<file path="src/rtl/ppte_pkg.sv">
`timescale 1ns / 1ps
`default_nettype none

package ppte_pkg;

  typedef enum logic [2:0] {
    OP_NOP,
    OP_CLEAR,
    OP_APPEND,
    OP_WRITE,
    OP_EVAL
  } op_e;

  typedef enum logic [3:0] {
    ST_IDLE,
    ST_LEN,
    ST_SRD,
    ST_SCMP,
    ST_AXIS,
    ST_HA,
    ST_HB,
    ST_HC,
    ST_OUT
  } state_e;

  localparam logic [1:0] FUNC_CLEAR  = 2'd0;
  localparam logic [1:0] FUNC_APPEND = 2'd1;
  localparam logic [1:0] FUNC_WRITE  = 2'd2;
  localparam logic [1:0] FUNC_EVAL   = 2'd3;

  localparam logic [1:0] CFG_AXIS_COUNT     = 2'd0;
  localparam logic [1:0] CFG_POLY_DEGREE    = 2'd1;
  localparam logic [1:0] CFG_SKIP_THRESHOLD = 2'd2;

  localparam logic [2:0] MAX_DERIV = 3'd4;

  typedef struct packed {
    logic [3:0]  axis_count;
    logic [2:0]  poly_degree;
    logic [15:0] skip_threshold;
  } cfg_t;

  typedef struct packed {
    op_e                op;
    logic [5:0]         segment;
    logic [2:0]         axis;
    logic [2:0]         power;
    logic signed [31:0] operand;
    logic [31:0]        position;
    logic [2:0]         deriv_order;
  } cmd_t;

  typedef struct packed {
    logic [2:0]         axis_index;
    logic signed [31:0] result_value;
    logic [5:0]         segment_index;
    logic               saturated;
    logic               empty_error;
    logic               last;
  } res_t;

  // Falling-factorial weight i*(i-1)*...*(i-d+1) for d up to four.
  function automatic logic [15:0] falling(input logic [3:0] i, input logic [2:0] d);
    logic [15:0] w;
    w = 16'd1;
    for (int k = 0; k < 4; k++) begin
      if (3'(k) < d) begin
        w = 16'(w * 16'(i - 4'(k)));
      end
    end
    return w;
  endfunction

endpackage

`default_nettype wire

</file>
<file path="src/rtl/ppte_if.sv">
`timescale 1ns / 1ps
`default_nettype none

interface ppte_in_if;
  logic               valid;
  logic               ready;
  logic [1:0]         func;
  logic [5:0]         segment;
  logic [2:0]         axis;
  logic [2:0]         power;
  logic signed [31:0] operand;
  logic [31:0]        position;
  logic [2:0]         deriv_order;

  modport source (output valid, func, segment, axis, power, operand, position, deriv_order,
                  input ready);
  modport sink (input valid, func, segment, axis, power, operand, position, deriv_order,
                output ready);
endinterface


`default_nettype wire

</file>
<file path="src/rtl/ppte_fifo.sv">
`timescale 1ns / 1ps
`default_nettype none

module ppte_fifo #(
  parameter int unsigned DEPTH = 2
) (
  input  wire logic          clk_i,
  input  wire logic          rst_ni,
  input  wire logic          push_i,
  input  ppte_pkg::cmd_t     data_i,
  output logic               full_o,
  output logic               valid_o,
  output ppte_pkg::cmd_t     data_o,
  input  wire logic          pop_i
);

  localparam int unsigned PW = (DEPTH > 1) ? $clog2(DEPTH) : 1;
  localparam int unsigned CW = $clog2(DEPTH + 1);

  ppte_pkg::cmd_t  slot_q [DEPTH];
  logic [PW-1:0]   wptr_q, rptr_q;
  logic [CW-1:0]   cnt_q;
  logic            do_push, do_pop;

  assign full_o  = (cnt_q == CW'(DEPTH));
  assign valid_o = (cnt_q != '0);
  assign data_o  = slot_q[rptr_q];
  assign do_push = push_i && !full_o;
  assign do_pop  = pop_i && valid_o;

  always_ff @(posedge clk_i) begin
    if (do_push) begin
      slot_q[wptr_q] <= data_i;
    end
  end

  always_ff @(posedge clk_i or negedge rst_ni) begin
    if (!rst_ni) begin
      wptr_q <= '0;
      rptr_q <= '0;
      cnt_q  <= '0;
    end else begin
      if (do_push) begin
        wptr_q <= (wptr_q == PW'(DEPTH - 1)) ? '0 : PW'(wptr_q + 1'b1);
      end
      if (do_pop) begin
        rptr_q <= (rptr_q == PW'(DEPTH - 1)) ? '0 : PW'(rptr_q + 1'b1);
      end
      if (do_push && !do_pop) begin
        cnt_q <= CW'(cnt_q + 1'b1);
      end else if (do_pop && !do_push) begin
        cnt_q <= CW'(cnt_q - 1'b1);
      end
    end
  end

endmodule

`default_nettype wire

</file>
<file path="src/rtl/ppte_front.sv">
`timescale 1ns / 1ps
`default_nettype none

module ppte_front #(
  parameter int unsigned MAX_SEGMENTS = 64,
  parameter int unsigned MAX_AXES     = 8,
  parameter int unsigned MAX_DEGREE   = 7
) (
  input  wire logic       clk_i,
  input  wire logic       rst_ni,
  ppte_in_if.sink         in_i,
  input  ppte_pkg::cfg_t  cfg_i,
  output logic            cmd_valid_o,
  output ppte_pkg::cmd_t  cmd_o,
  input  wire logic       cmd_pop_i
);

  ppte_pkg::cmd_t cmd;
  logic           full;
  logic           in_range;
  logic           keep_len;

  // A coefficient write outside the store and a duration not above the skip threshold are dropped
  // here; the back end still drops an append that would overfill the list or overflow the total.
  always_comb begin
    in_range = (32'(in_i.segment) < MAX_SEGMENTS) && (32'(in_i.axis) < MAX_AXES)
               && (32'(in_i.power) <= MAX_DEGREE);
    keep_len = !in_i.operand[31] && (in_i.operand > $signed({16'b0, cfg_i.skip_threshold}));
    cmd.segment     = in_i.segment;
    cmd.axis        = in_i.axis;
    cmd.power       = in_i.power;
    cmd.operand     = in_i.operand;
    cmd.position    = in_i.position;
    cmd.deriv_order = in_i.deriv_order;
    unique case (in_i.func)
      ppte_pkg::FUNC_CLEAR:  cmd.op = ppte_pkg::OP_CLEAR;
      ppte_pkg::FUNC_APPEND: cmd.op = keep_len ? ppte_pkg::OP_APPEND : ppte_pkg::OP_NOP;
      ppte_pkg::FUNC_WRITE:  cmd.op = in_range ? ppte_pkg::OP_WRITE : ppte_pkg::OP_NOP;
      ppte_pkg::FUNC_EVAL:   cmd.op = ppte_pkg::OP_EVAL;
      default:               cmd.op = ppte_pkg::OP_NOP;
    endcase
  end

  assign in_i.ready = !full;

  ppte_fifo #(.DEPTH(2)) u_fifo (
    .clk_i   (clk_i),
    .rst_ni  (rst_ni),
    .push_i  (in_i.valid),
    .data_i  (cmd),
    .full_o  (full),
    .valid_o (cmd_valid_o),
    .data_o  (cmd_o),
    .pop_i   (cmd_pop_i)
  );

endmodule

`default_nettype wire

</file>
<file path="src/flat_wrapper.sv">
// flat-port wrapper written by rule: the top's interface ports become plain ports
module ppte_front_flat 
#(
  parameter int unsigned MAX_SEGMENTS = 64,
  parameter int unsigned MAX_AXES     = 8,
  parameter int unsigned MAX_DEGREE   = 7
)
  (clk_i, rst_ni, cfg_i, cmd_valid_o, cmd_o, cmd_pop_i, in_i_valid, in_i_func, in_i_segment, in_i_axis, in_i_power, in_i_operand, in_i_position, in_i_deriv_order, in_i_ready);
  ppte_in_if in_i_i ();
  input  wire logic clk_i;
  input  wire logic rst_ni;
  input  ppte_pkg::cfg_t cfg_i;
  output logic cmd_valid_o;
  output ppte_pkg::cmd_t cmd_o;
  input  wire logic cmd_pop_i;
  input wire logic [$bits(in_i_i.valid)-1:0] in_i_valid;
  input wire logic [$bits(in_i_i.func)-1:0] in_i_func;
  input wire logic [$bits(in_i_i.segment)-1:0] in_i_segment;
  input wire logic [$bits(in_i_i.axis)-1:0] in_i_axis;
  input wire logic [$bits(in_i_i.power)-1:0] in_i_power;
  input wire logic [$bits(in_i_i.operand)-1:0] in_i_operand;
  input wire logic [$bits(in_i_i.position)-1:0] in_i_position;
  input wire logic [$bits(in_i_i.deriv_order)-1:0] in_i_deriv_order;
  output wire logic [$bits(in_i_i.ready)-1:0] in_i_ready;
  assign in_i_i.valid = in_i_valid;
  assign in_i_i.func = in_i_func;
  assign in_i_i.segment = in_i_segment;
  assign in_i_i.axis = in_i_axis;
  assign in_i_i.power = in_i_power;
  assign in_i_i.operand = in_i_operand;
  assign in_i_i.position = in_i_position;
  assign in_i_i.deriv_order = in_i_deriv_order;
  assign in_i_ready = in_i_i.ready;
  ppte_front #(.MAX_SEGMENTS(MAX_SEGMENTS), .MAX_AXES(MAX_AXES), .MAX_DEGREE(MAX_DEGREE)) u_core (.clk_i(clk_i), .rst_ni(rst_ni), .in_i(in_i_i), .cfg_i(cfg_i), .cmd_valid_o(cmd_valid_o), .cmd_o(cmd_o), .cmd_pop_i(cmd_pop_i));
endmodule
</file>
<file path="config.mk">
export PLATFORM = sky130hd
export DESIGN_NAME = ppte_front_flat
export DESIGN_NICKNAME = d
export VERILOG_FILES = /design/src/rtl/ppte_pkg.sv /design/src/rtl/ppte_if.sv /design/src/rtl/ppte_fifo.sv /design/src/rtl/ppte_front.sv /design/src/flat_wrapper.sv
export SDC_FILE = /design/constraint.sdc
export NUM_CORES = 1
export LEC_CHECK = 0
export ABC_AREA = 1
export BUFFER_PORTS_ARGS = -buffer_cell sky130_fd_sc_hd__clkbuf_2
export CELL_PAD_IN_SITES_DETAIL_PLACEMENT = 1
export CELL_PAD_IN_SITES_GLOBAL_PLACEMENT = 1
export CORE_MARGIN = 3
export CORE_UTILIZATION = 33
export DETAILED_ROUTE_END_ITERATION = 10
export PLACE_DENSITY = 0.78
export RECOVER_POWER = 100
export SYNTH_ARGS = -nofsm -noshare
export SYNTH_HDL_FRONTEND = slang
export SYNTH_SLANG_ARGS = --single-unit
</file>
<file path="constraint.sdc">
create_clock -name clk_i -period 5.7 [get_ports clk_i]
set_input_delay 0.57 -clock clk_i [delete_from_list [all_inputs] [get_ports clk_i]]
set_output_delay 0.57 -clock clk_i [all_outputs]
set_load 0.03 [all_outputs]
</file>
Word-level counts from Yosys, hierarchy flattened

Memory sizes are Yosys's and may differ from the RTL's.
Index checks and enable logic that the tools add are counted.

RAM bits: 164
Memories kept: 1
Input bits: 108
Register bits: 4
Output and inout port bits: 84
Logic and storage cells: 33

Equality and inequality tests: 4
Muxes and demuxes: 8
$lt $le $gt $ge: 1
Reduce and logical (&&, ||, !) cells: 12
Add/sub/neg operators: 4

Memories:

| name                 | words | width | rd ports | clocked after Yosys merged registers in | wr ports | RTL line        | text |
|---|---|---|---|---|---|---|---|
| u_core.u_fifo.slot_q | 2     | 82    | 1        | 0                                       | 1        | ppte_fifo.sv:20 | `ppte_pkg::cmd_t slot_q [DEPTH];` |

Operators by type and width:

| kind                  | count |
|---|---|
| $gt A32 B17 Y1        | 1 |
| $pmux W3 S4           | 1 |
| $eq A2 B2 Y1 const B  | 3 |
| $mux W2               | 3 |
| $logic_and A1 B1 Y1   | 5 |
| $logic_not A1 Y1      | 4 |
| $mux W1               | 4 |
| $reduce_bool A2 Y1    | 2 |
| $add A1 B1 Y1 const B | 2 |
| $add A2 B1 Y2 const B | 1 |
| $eq A2 B1 Y1 const B  | 1 |
| $logic_not A2 Y1      | 1 |
| $sub A2 B1 Y2 const B | 1 |

Longest topological paths before layout

Gate-level depths: netlist of run 1.

Word-level depth: 7
Depth in mapped cells: 13
Mapped depth without buffers: 13

By module

From an unflattened synthesis of run 1, not the netlist that was laid out.

Cells, all modules: 564
Area total of the unflattened synthesis: 6832.8 um2

By module, submodules not included:

| module     | cells an instance | area an instance (um2) | seq. area each (um2) | times used |
|---|---|---|---|---|
| ppte_fifo  | 460               | 6256.0                 | 5024.8               | 1 |
| ppte_front | 104               | 576.8                  | 0.0                  | 1 |

Worst setup path after synthesis of run 1

No wires, ideal clock.

Kind: register to register
Start: reg u_core.u_fifo.cnt_q[0]
End: mem u_core.u_fifo.slot_q[1][0] (netlist bit), enable pin
Data required time: 5175 ps
Library setup time: 525 ps
Clock period less this slack: 4771 ps
Arrival time: 4246 ps
Cell stages (with the launch flop): 5
Buffers on the path: 0
Path slack: 929 ps
Path through: dfrtp_1 > inv_1 > nand2_1 > nand2_1 > nor2_1

Longest elaborated chain between the ends: 5

Ends and longest elaborated chain:

| what                          | RTL line           | text |
|---|---|---|
| from (decl)                   | ppte_fifo.sv:22    | `logic [CW-1:0] cnt_q;` |
| from (signal assigned)        | ppte_fifo.sv:50    | `cnt_q <= CW'(cnt_q + 1'b1);` |
| from (signal assigned)        | ppte_fifo.sv:52    | `cnt_q <= CW'(cnt_q - 1'b1);` |
| $eq A2 B2 Y1                  | ppte_fifo.sv:25    | `assign full_o = (cnt_q == CW'(DEPTH));` |
| $logic_not A1 Y1              | n/a                |  |
| net in_i_ready                | flat_wrapper.sv:24 | `output wire logic [$bits(in_i_i.ready)-1:0] in_i_ready;` |
| $logic_and A1 B1 Y1           | ppte_fifo.sv:28    | `assign do_push = push_i && !full_o;` |
| $mux W1                       | ppte_fifo.sv:32    | `if (do_push) begin` |
| $mux W1 (implied by the code) | ppte_fifo.sv:33    | `slot_q[wptr_q] <= data_i;` |
| to (decl)                     | ppte_fifo.sv:20    |  |

The timed path passes the listed nets, and every way through them passes these cells.

Final worst setup path of run 1

Start: reg u_core.u_fifo.cnt_q[0]
End: mem u_core.u_fifo.slot_q[0][51] (netlist bit), enable pin

Longest elaborated chain between the ends: 5

Ends and longest elaborated chain:

| what                          | RTL line |
|---|---|
| $eq A2 B2 Y1                  | ppte_fifo.sv:25 |
| $logic_not A1 Y1              | ppte_fifo.sv:28 |
| $logic_and A1 B1 Y1           | ppte_fifo.sv:28 |
| $mux W1                       | ppte_fifo.sv:32 |
| $mux W1 (implied by the code) | ppte_fifo.sv:33 |

Every way passes these cells.

==> results of run 1 <==
==> kinds of logic (layout without fill, tap and decap cells) <==
logic type,count (synthesis),after routing,synth area share
fa+ha+maj,17,17,0.0316
xor+xnor,3,3,0.00390
compound gates,8,8,0.00650
simple gates,309,309,0.179
flops,168,168,0.746
buf+inv,49,252,0.0331
==> per-layer routing <==
| metal | up-vias | global-route usage | wire, um |
|---|---|---|---|
| met5 | - | 0 | 0 |
| met3 | 12 | 0.0486 | 1030 |
| met1 | 2142 | 0.164 | 6350 |
| li1 | 2204 | - | - |
| met4 | 0 | 0.0371 | 149 |
| met2 | 124 | 0.258 | 8000 |
==> power by group through the flow <==
stage / registers [uW] / logic, uW / clock network, uW
final: 1750 / 1740 / 1170
after global routing: 1780 / 1920 / 1250
after CTS: 1760 / 1880 / 1200
after detailed placement: 1780 / 1870 / 0
after global placement: 1770 / 1840 / 0
after floorplan: 1800 / 1280 / 0
==> flip-flops by register name, summed over array words and instances, names as in the netlist <==
| register | count |
|---|---|
| u_core.u_fifo.wptr_q | 1 |
| u_core.u_fifo.slot_q | 164 |
| u_core.u_fifo.rptr_q | 1 |
| u_core.u_fifo.cnt_q | 2 |
==> per-stage QoR <==
step	util	std cells	instance area [um^2]	total power, uW
final	0.421	1022	8330	4660
after CTS	0.432	1022	8540	4830
after global placement	0.401	989	7930	3610
after global routing	0.421	1022	8330	4950
after detailed placement	0.401	989	7930	3650
after floorplan	-	554	6740	3080
==> final cells by class <==
cell class,instances,area [um^2],area share
multi-input cells,337,1490,0.179
inverters,31,116,0.0140
repair buffers,189,766,0.0919
well taps,265,332,0.0398
clock buffers,17,425,0.0510
flip-flops and latches,168,5030,0.603
clock inverters,15,175,0.0210
==> Yosys cell counts (2+ instances only) <==
| cell type | count |
|---|---|
| sky130_fd_sc_hd__xor2_1 | 2 |
| sky130_fd_sc_hd__nand2_1 | 282 |
| sky130_fd_sc_hd__buf_2 | 10 |
| sky130_fd_sc_hd__edfxtp_1 | 164 |
| sky130_fd_sc_hd__ha_1 | 17 |
| sky130_fd_sc_hd__nor2_2 | 3 |
| sky130_fd_sc_hd__inv_1 | 30 |
| sky130_fd_sc_hd__nor2_1 | 19 |
| sky130_fd_sc_hd__nand3_4 | 2 |
| sky130_fd_sc_hd__dfrtp_1 | 4 |
| sky130_fd_sc_hd__buf_4 | 7 |
| sky130_fd_sc_hd__a21oi_1 | 6 |
==> critical path: stages, from the launching register on <==
cell and delay, ns:
sky130_fd_sc_hd__dfrtp_1 0.37, sky130_fd_sc_hd__inv_1 0.09, sky130_fd_sc_hd__nand2_1 0.08, sky130_fd_sc_hd__nand2_1 0.12
sky130_fd_sc_hd__nor2_1 2.02, sky130_fd_sc_hd__buf_4 0.85
==> cell usage in the layout, fill, tap and decap left out <==
cell type,count
sky130_fd_sc_hd__and2_0,1
sky130_fd_sc_hd__ha_1,17
sky130_fd_sc_hd__a21o_2,1
sky130_fd_sc_hd__dlygate4sd3_1,1
sky130_fd_sc_hd__nand3_1,1
sky130_fd_sc_hd__buf_4,4
sky130_fd_sc_hd__a21oi_1,6
sky130_fd_sc_hd__edfxtp_1,164
sky130_fd_sc_hd__clkinv_4,2
sky130_fd_sc_hd__inv_1,30
sky130_fd_sc_hd__inv_6,2
sky130_fd_sc_hd__clkinv_1,1
sky130_fd_sc_hd__inv_8,1
sky130_fd_sc_hd__clkinvlp_4,2
sky130_fd_sc_hd__o21ai_0,1
sky130_fd_sc_hd__nor2_4,2
sky130_fd_sc_hd__nand3_4,2
sky130_fd_sc_hd__nor2_1,19
sky130_fd_sc_hd__dfrtp_1,3
sky130_fd_sc_hd__clkbuf_16,17
sky130_fd_sc_hd__xnor2_1,1
sky130_fd_sc_hd__clkinv_2,4
sky130_fd_sc_hd__dfrtp_2,1
sky130_fd_sc_hd__clkbuf_2,28
sky130_fd_sc_hd__xor2_1,2
sky130_fd_sc_hd__clkbuf_1,156
sky130_fd_sc_hd__nor2_2,2
sky130_fd_sc_hd__nand2_1,282
sky130_fd_sc_hd__inv_2,1
sky130_fd_sc_hd__bufinv_16,3
==> worst min path at each step <==
stage | to | slack, ns | cells past startpoint
after floorplan | u_core.u_fifo.cnt_q[0]$_DFFE_PN0P_ | 0.27 | 0
after detailed placement | u_core.u_fifo.cnt_q[1]$_DFFE_PN0P_ | 0.38 | 1
final | u_core.u_fifo.slot_q[1][71]$_DFFE_PP_ | 0.34 | 1
after global routing | u_core.u_fifo.slot_q[1][71]$_DFFE_PP_ | 0.31 | 1
after global placement | u_core.u_fifo.cnt_q[1]$_DFFE_PN0P_ | 0.38 | 1
after CTS | u_core.u_fifo.slot_q[1][72]$_DFFE_PP_ | 0.32 | 1
==> what timing repair did <==
action | CTS | global route
gates resized for setup | 0 | 0
hold buffers | 1 | 0
endpoints found under the hold margin | 4 | 0
==> impl_summary.md, run 1 <==
Run status
The flow ran to the end, but the final reports show violations. The final reports fail on capacitance limit, slew limit.

Timing
Setup repair after global routing left no endpoint under its margin. After routing, the total negative slack on setup checks comes to 0 ns. The worst hold slack is 0.337 ns.

The routed design could run at a clock period as short as 3.94 ns. On the final layout, the worst clock skew is 0.00856 ns. The number of failing hold endpoints at the final stage came to 0. Setup violations remaining at the end of the flow were counted as 0. The number of pins exceeding their max-slew limit in the final report came to 31. At the pin with the least slew margin, the transition time is 2.75 ns. The final worst setup slack is 1.76 ns.

The achievable clock frequency is 254 MHz. The fraction of the cycle the final worst path needs is 0.692. The relative slew slack is -0.841.

Synth
The number of different library cells in the post-synthesis netlist is 20. The share of Yosys cell area claimed by the top area cell type is 0.731. The average footprint of a synthesized cell is 12.2 um^2.

The synthesized flop and latch total is 168. The cell count after synthesis is 554. The warning count from the yosys run is 0. By area the synthesized netlist is led by sky130_fd_sc_hd__edfxtp_1, sky130_fd_sc_hd__nand2_1, sky130_fd_sc_hd__ha_1. For this run, asynchronously set or reset flops after synthesis account for 0.0238. The count of flip-flops with a built-in enable after synthesis is 164. The largest total area in the synthesized netlist belongs to sky130_fd_sc_hd__edfxtp_1. Among all flip-flop cells after synthesis, the most frequent one is sky130_fd_sc_hd__edfxtp_1. The cell area after technology mapping is 6740 um^2. Synthesis produced a netlist with a net count of 679. The proportion of synthesized chip area in sequential cells is 0.746.

Clock network
The number of H-tree branching levels is 4. In this run, CTS created clock tree buffers numbering 17. The post-CTS setup buffer count is 0. The clock passes through at most 2 buffers.

The CTS tree is built. The tree is rooted in a sky130_fd_sc_hd__clkbuf_16. Clock latency on the worst-skew pair, taken at its later pin, is 0.42 ns. The CTS clock-pin slew for the worst setup and hold paths is 0.07 ns. The clock sink count is 168.

Pwr
Of the total power, the clock network draws 0.251. In this run the power spent charging and discharging nets is 1940 uW. The analysis attributes to cell leakage a power of 0.00335 uW. The cell internal power dissipation is 2710 uW. The power density over the cells is 559 nW/um^2.

The portion of total power attributed to combinational logic is 0.373. The maximum VDD drop is 0.000315 V. The switching part of the total is 0.417.

Of the total power, registers draw 0.377.

Floorplan
The number of top-level pins is 192. The count of standard-cell rows is 51. The core region is 19800 um^2. The die covers 22200 um^2. The initial utilization of the core area, before any placement, comes to 0.341.

The floorplan step set the die width to 149 um. Measured along the y axis, the die boundary spans 149 um.

Place
The placer's final routability congestion estimate is 0.740. The number of input and output port buffers inserted is 184. The post-placement setup slack is 2.88 ns. The placed wire-length estimate is 10600 um.

Global routing
For this run, the total global-route usage over all layers was measured as 0.143. Entering global routing, the biggest net connects 83 pins. The via count of the first global-routing pass came to 4731.

The wire length of the first global-routing pass is 24400 um. The initial antenna violation count is 0. Global routing finished with a remaining overflow of 0.

Setup path
The critical path endpoint is u_core.u_fifo.slot_q[0][51]$_DFFE_PP_. The worst setup path is launched from a flop. The kind of critical path is flop to flop.

The number of cell instances on the worst register-to-register path is 5. Of all nets on the critical path, the largest fanout is 53. The startpoint identified for the worst register-to-register timing path is u_core.u_fifo.cnt_q[0]$_DFFE_PN0P_.

The first element of the critical path is u_core.u_fifo.cnt_q[0]$_DFFE_PN0P_. The kind of end point of the critical path is a flop. STA puts the critical path data required time at 5.75 ns.

The setup check on the worst reg-to-reg path leaves a slack of 1.76 ns. STA puts the critical path data arrival time at 3.99 ns. The worst register-to-register path ends at u_core.u_fifo.slot_q[0][51]$_DFFE_PP_.

Detailed routing
The wire length after detailed routing is 15500 um. The post-detailed-route count of antenna-violating nets is 0. Dividing the detail-routed via count by the number of cells gives 4.39. The total via count in the routed design is 4482. In the final routed layout, each cell accounts on average for 15.2 um. The iteration-0 DRC count of the detailed router is 170. For this run, the detailed router's first-pass iteration total came to 4.

In the routed design, unresolved DRC markers number 0.

Min path
The beginning of the worst hold path is in_i_axis[1]. The worst hold path belongs to the class primary input to flop.

Cells and area
At the end of the flow, the number of nets in the layout was 869. The filler cells instantiated in the layout total 2229. Relative to the synthesized area, the layout overhead comes to 23.7%. Of the cells placed in the final design, the portion with a size suffix greater than 1 is 0.0951.

The final antenna diode count is 0.

Job
The tool flagged a number of max-cap violations equal to 1.
Power figures use the tool's default switching activity.
==> inputs of run 2 (changes only) <==
--- a/config.mk
+++ b/config.mk
@@ -12,7 +12,7 @@
 export CORE_MARGIN = 3
 export CORE_UTILIZATION = 33
 export DETAILED_ROUTE_END_ITERATION = 10
-export PLACE_DENSITY = 0.78
+export PLACE_DENSITY = 0.8
 export RECOVER_POWER = 100
 export SYNTH_ARGS = -nofsm -noshare
 export SYNTH_HDL_FRONTEND = slang
==> constraint.sdc (replaced) <==
create_clock -name clk_i -period 3.61 [get_ports clk_i]
set_input_delay 0.361 -clock clk_i [delete_from_list [all_inputs] [get_ports clk_i]]
set_output_delay 0.361 -clock clk_i [all_outputs]
set_load 0.03 [all_outputs]
==> impl_summary.md, run 2 (synthesized netlist as in run 1, its figures left out) <==
Setup path
Walking the worst path, the cells encountered are inv_1 -> buf_12 -> nand2_1 -> nand2_1 -> clkbuf_1. The peak per-stage delay on the critical path is 0.82 ns (-1.20 ns). The cell family contributing the most delay on the critical path is buffers and inverters. The kind of critical path is flop to output pin. The setup slack of the worst register-to-register path is 1.57 ns (-0.19 ns). The cell type with the highest occurrence count on the critical path is sky130_fd_sc_hd__nand2_1. The kind of end point of the critical path is an output pin. The standard cell with the maximum stage delay on the critical path is sky130_fd_sc_hd__inv_1. The number of buffers and inverters on the critical path is 3 (+1). STA classifies the critical path startpoint as a flop. The top fanout value on the critical path came to 54 (+1.9%). The critical path data arrival time is 2.53 ns (-1.46 ns). The required arrival time at the worst endpoint is 3.25 ns (-2.50 ns).

Clock network
The number of H-tree branching levels is 4 (unchanged). The post-CTS setup buffer count came to 0 (unchanged). The CTS clock-pin slew for the worst setup and hold paths is 0.07 ns (about the same).

The clock insertion delay at the later pin of the skew report came to 0.42 ns (about the same). The number of hold buffers added after cts is 1 (unchanged). The tree is rooted in a sky130_fd_sc_hd__clkbuf_16. The post-cts repair resize count is 0 (unchanged). The CTS buffer count is 17 (unchanged). The CTS tree is built. The buffer levels on the longest clock path is 2 (unchanged).

The clock sink count was 168 (unchanged).

Floorplan
The floorplan die width was 149 um (unchanged). The starting density of the core is 0.341 (unchanged). The floorplan die height is 149 um (unchanged).

The number of top-level pins came to 192 (unchanged). The core region area is 19800 um^2 (unchanged). The area enclosed by the die boundary is 22200 um^2 (unchanged). The count of standard-cell rows came to 51 (unchanged).

Pwr
The total power consumption of the routed design is 7380 uW (+58%). The maximum VDD drop is 0.000381 V (+21%). The static power due to leakage is 0.00340 uW (+1.5%). The power density over the cells came to 882 nW/um^2 (+58%).

Cells and area
The post-route cell area is 8370 um^2 (+0.44%). The largest registers in the layout are u_core.u_fifo.slot_q: 164 flops, u_core.u_fifo.cnt_q: 2 flops. The most frequent standard cell in the layout excluding fill and tap cells is sky130_fd_sc_hd__nand2_1. The library cells used most frequently in the layout, excluding fill and tap cells, are sky130_fd_sc_hd__nand2_1, sky130_fd_sc_hd__edfxtp_1, sky130_fd_sc_hd__clkbuf_1, sky130_fd_sc_hd__clkbuf_2, sky130_fd_sc_hd__inv_1. The count of fill cells added during filler insertion is 2239 (+0.45%). The combined area of the multi-input logic cells was 1500 um^2 (+0.50%). The final core area utilization was 0.423 (+0.00183).

The final antenna diode count is 0 (unchanged). The fraction of final layout cells with drive strength greater than 1 is 0.118 (+0.0226). The number of nets in the layout is 869 (unchanged). The register with the highest flop count is u_core.u_fifo.slot_q.

The area overhead of the layout relative to synthesis is 24.3%. The flip-flop count of the largest register after layout is 164 (unchanged). The sequential cell area in the final layout is 5030 um^2 (unchanged).

Detailed routing
The wire length after detailed routing came to 16100 um (+4.0%). The via-per-instance ratio is 4.47 (+2.0%). The routed length per placed instance is 15.8 um (+4.1%). The post-detailed-route count of antenna-violating nets came to 0 (unchanged).

The total via count in the routed design is 4567 (+1.9%). The iteration-0 DRC count of the detailed router is 167 (-1.8%). The final routed DRC violation total came to 0 (unchanged). The number of optimization iterations in the first detailed-route pass is 4 (unchanged).

Place
The placed wire-length estimate was 10800 um (+1.3%). The total cell area at the placement stage is 7970 um^2 (+0.47%). The number of input and output port buffers inserted is 184 (unchanged).

The placer's final routability congestion estimate is 0.724 (-2.1%).

Timing
The slew of the pin with the lowest slew margin is 1.14 ns (-1.61 ns). The number of failing hold endpoints at the final stage is 0 (unchanged). The final clock skew is 0.00847 ns (-0.0000934 ns). The relative slew slack is 0.236 (+1.08). The achievable clock frequency is 346 MHz.

The number of pins exceeding their max-slew limit in the final report is 0 (-100%). The total negative slack is 0 ns (unchanged). The fraction of the cycle the final worst path needs is 0.801. The number of setup violations in the final report is 0 (unchanged). The worst hold slack came to 0.132 ns (-0.204 ns). The minimum period implied by the final worst setup slack is 2.89 ns. Setup repair after global routing left no endpoint under its margin.

Global routing
The sum of overflow across all layers after global routing was 0 (unchanged). The global routing's busiest layer is met2. The maximum number of pins on one net before global-route repair was 83 (unchanged).

The via count of the first global-routing pass was 4835 (+2.2%). The met1 track demand over resource in global routing is 0.168 (+0.00378). The global routing usage on met2 is 0.269 (+0.0111). The global routing met3 resource utilization was 0.0456 (-0.00304). The initial antenna violation count was 1 (+1). The total global routing track utilization is 0.148 (+0.00476).

The wire length of the first global-routing pass is 25100 um (+3.1%).

Min path
The class of the tightest hold or removal check is primary input to flop.

Run status
The run finished with clean final reports.

Job
The max-capacitance violation count was 0 (-1).
[run 2: area by class of cell]
class / instances / share of cell area
Inverter: 31 / 0.0139
Multi-Input combinational cell: 337 / 0.179
Timing Repair Buffer: 189 / 0.0985
Clock buffer: 17 / 0.0508
Tap cell: 265 / 0.0396
Sequential cell: 168 / 0.600
Clock inverter: 14 / 0.0173
[run 2: worst paths after layout]
check | start | endpoint | cells after the start
setup reg to reg | u_core.u_fifo.cnt_q[0]$_DFFE_PN0P_ | u_core.u_fifo.slot_q[1][42]$_DFFE_PP_ | 5
min in group asynchronous | rst_ni | u_core.u_fifo.wptr_q$_DFFE_PN0P_ | 2
hold reg to reg | u_core.u_fifo.cnt_q[0]$_DFFE_PN0P_ | u_core.u_fifo.cnt_q[0]$_DFFE_PN0P_ | 1
max in group asynchronous | rst_ni | u_core.u_fifo.rptr_q$_DFFE_PN0P_ | 2
setup / recovery | u_core.u_fifo.rptr_q$_DFFE_PN0P_ | cmd_o[31] | 5
hold / removal | in_i_deriv_order[1] | u_core.u_fifo.slot_q[0][1]$_DFFE_PP_ | 1
[run 2: per-layer routing]
metal	wire, um	vias up
met3	1120	13
met4	155	2
met2	8410	129
li1	-	2207
met5	13	-
met1	6460	2216
[run 2: per-stage QoR]
step / setup WS [ns] / std cells
2_1_floorplan: 0.202 / 554
3_3_place_gp: 1.56 / 989
3_5_place_dp: 1.54 / 989
4_1_cts: 1.11 / 1021
5_1_grt: 0.505 / 1021
6_report: 0.718 / 1021
[run 2: report_power, final]
part           switching, uW  leakage [uW]  internal, uW  total [uW]
combinational           2240       0.00155           579        2820
clock                    769      0.000279          1020        1790
sequential               105       0.00157          2660        2770
total                   3120       0.00340          4260        7380
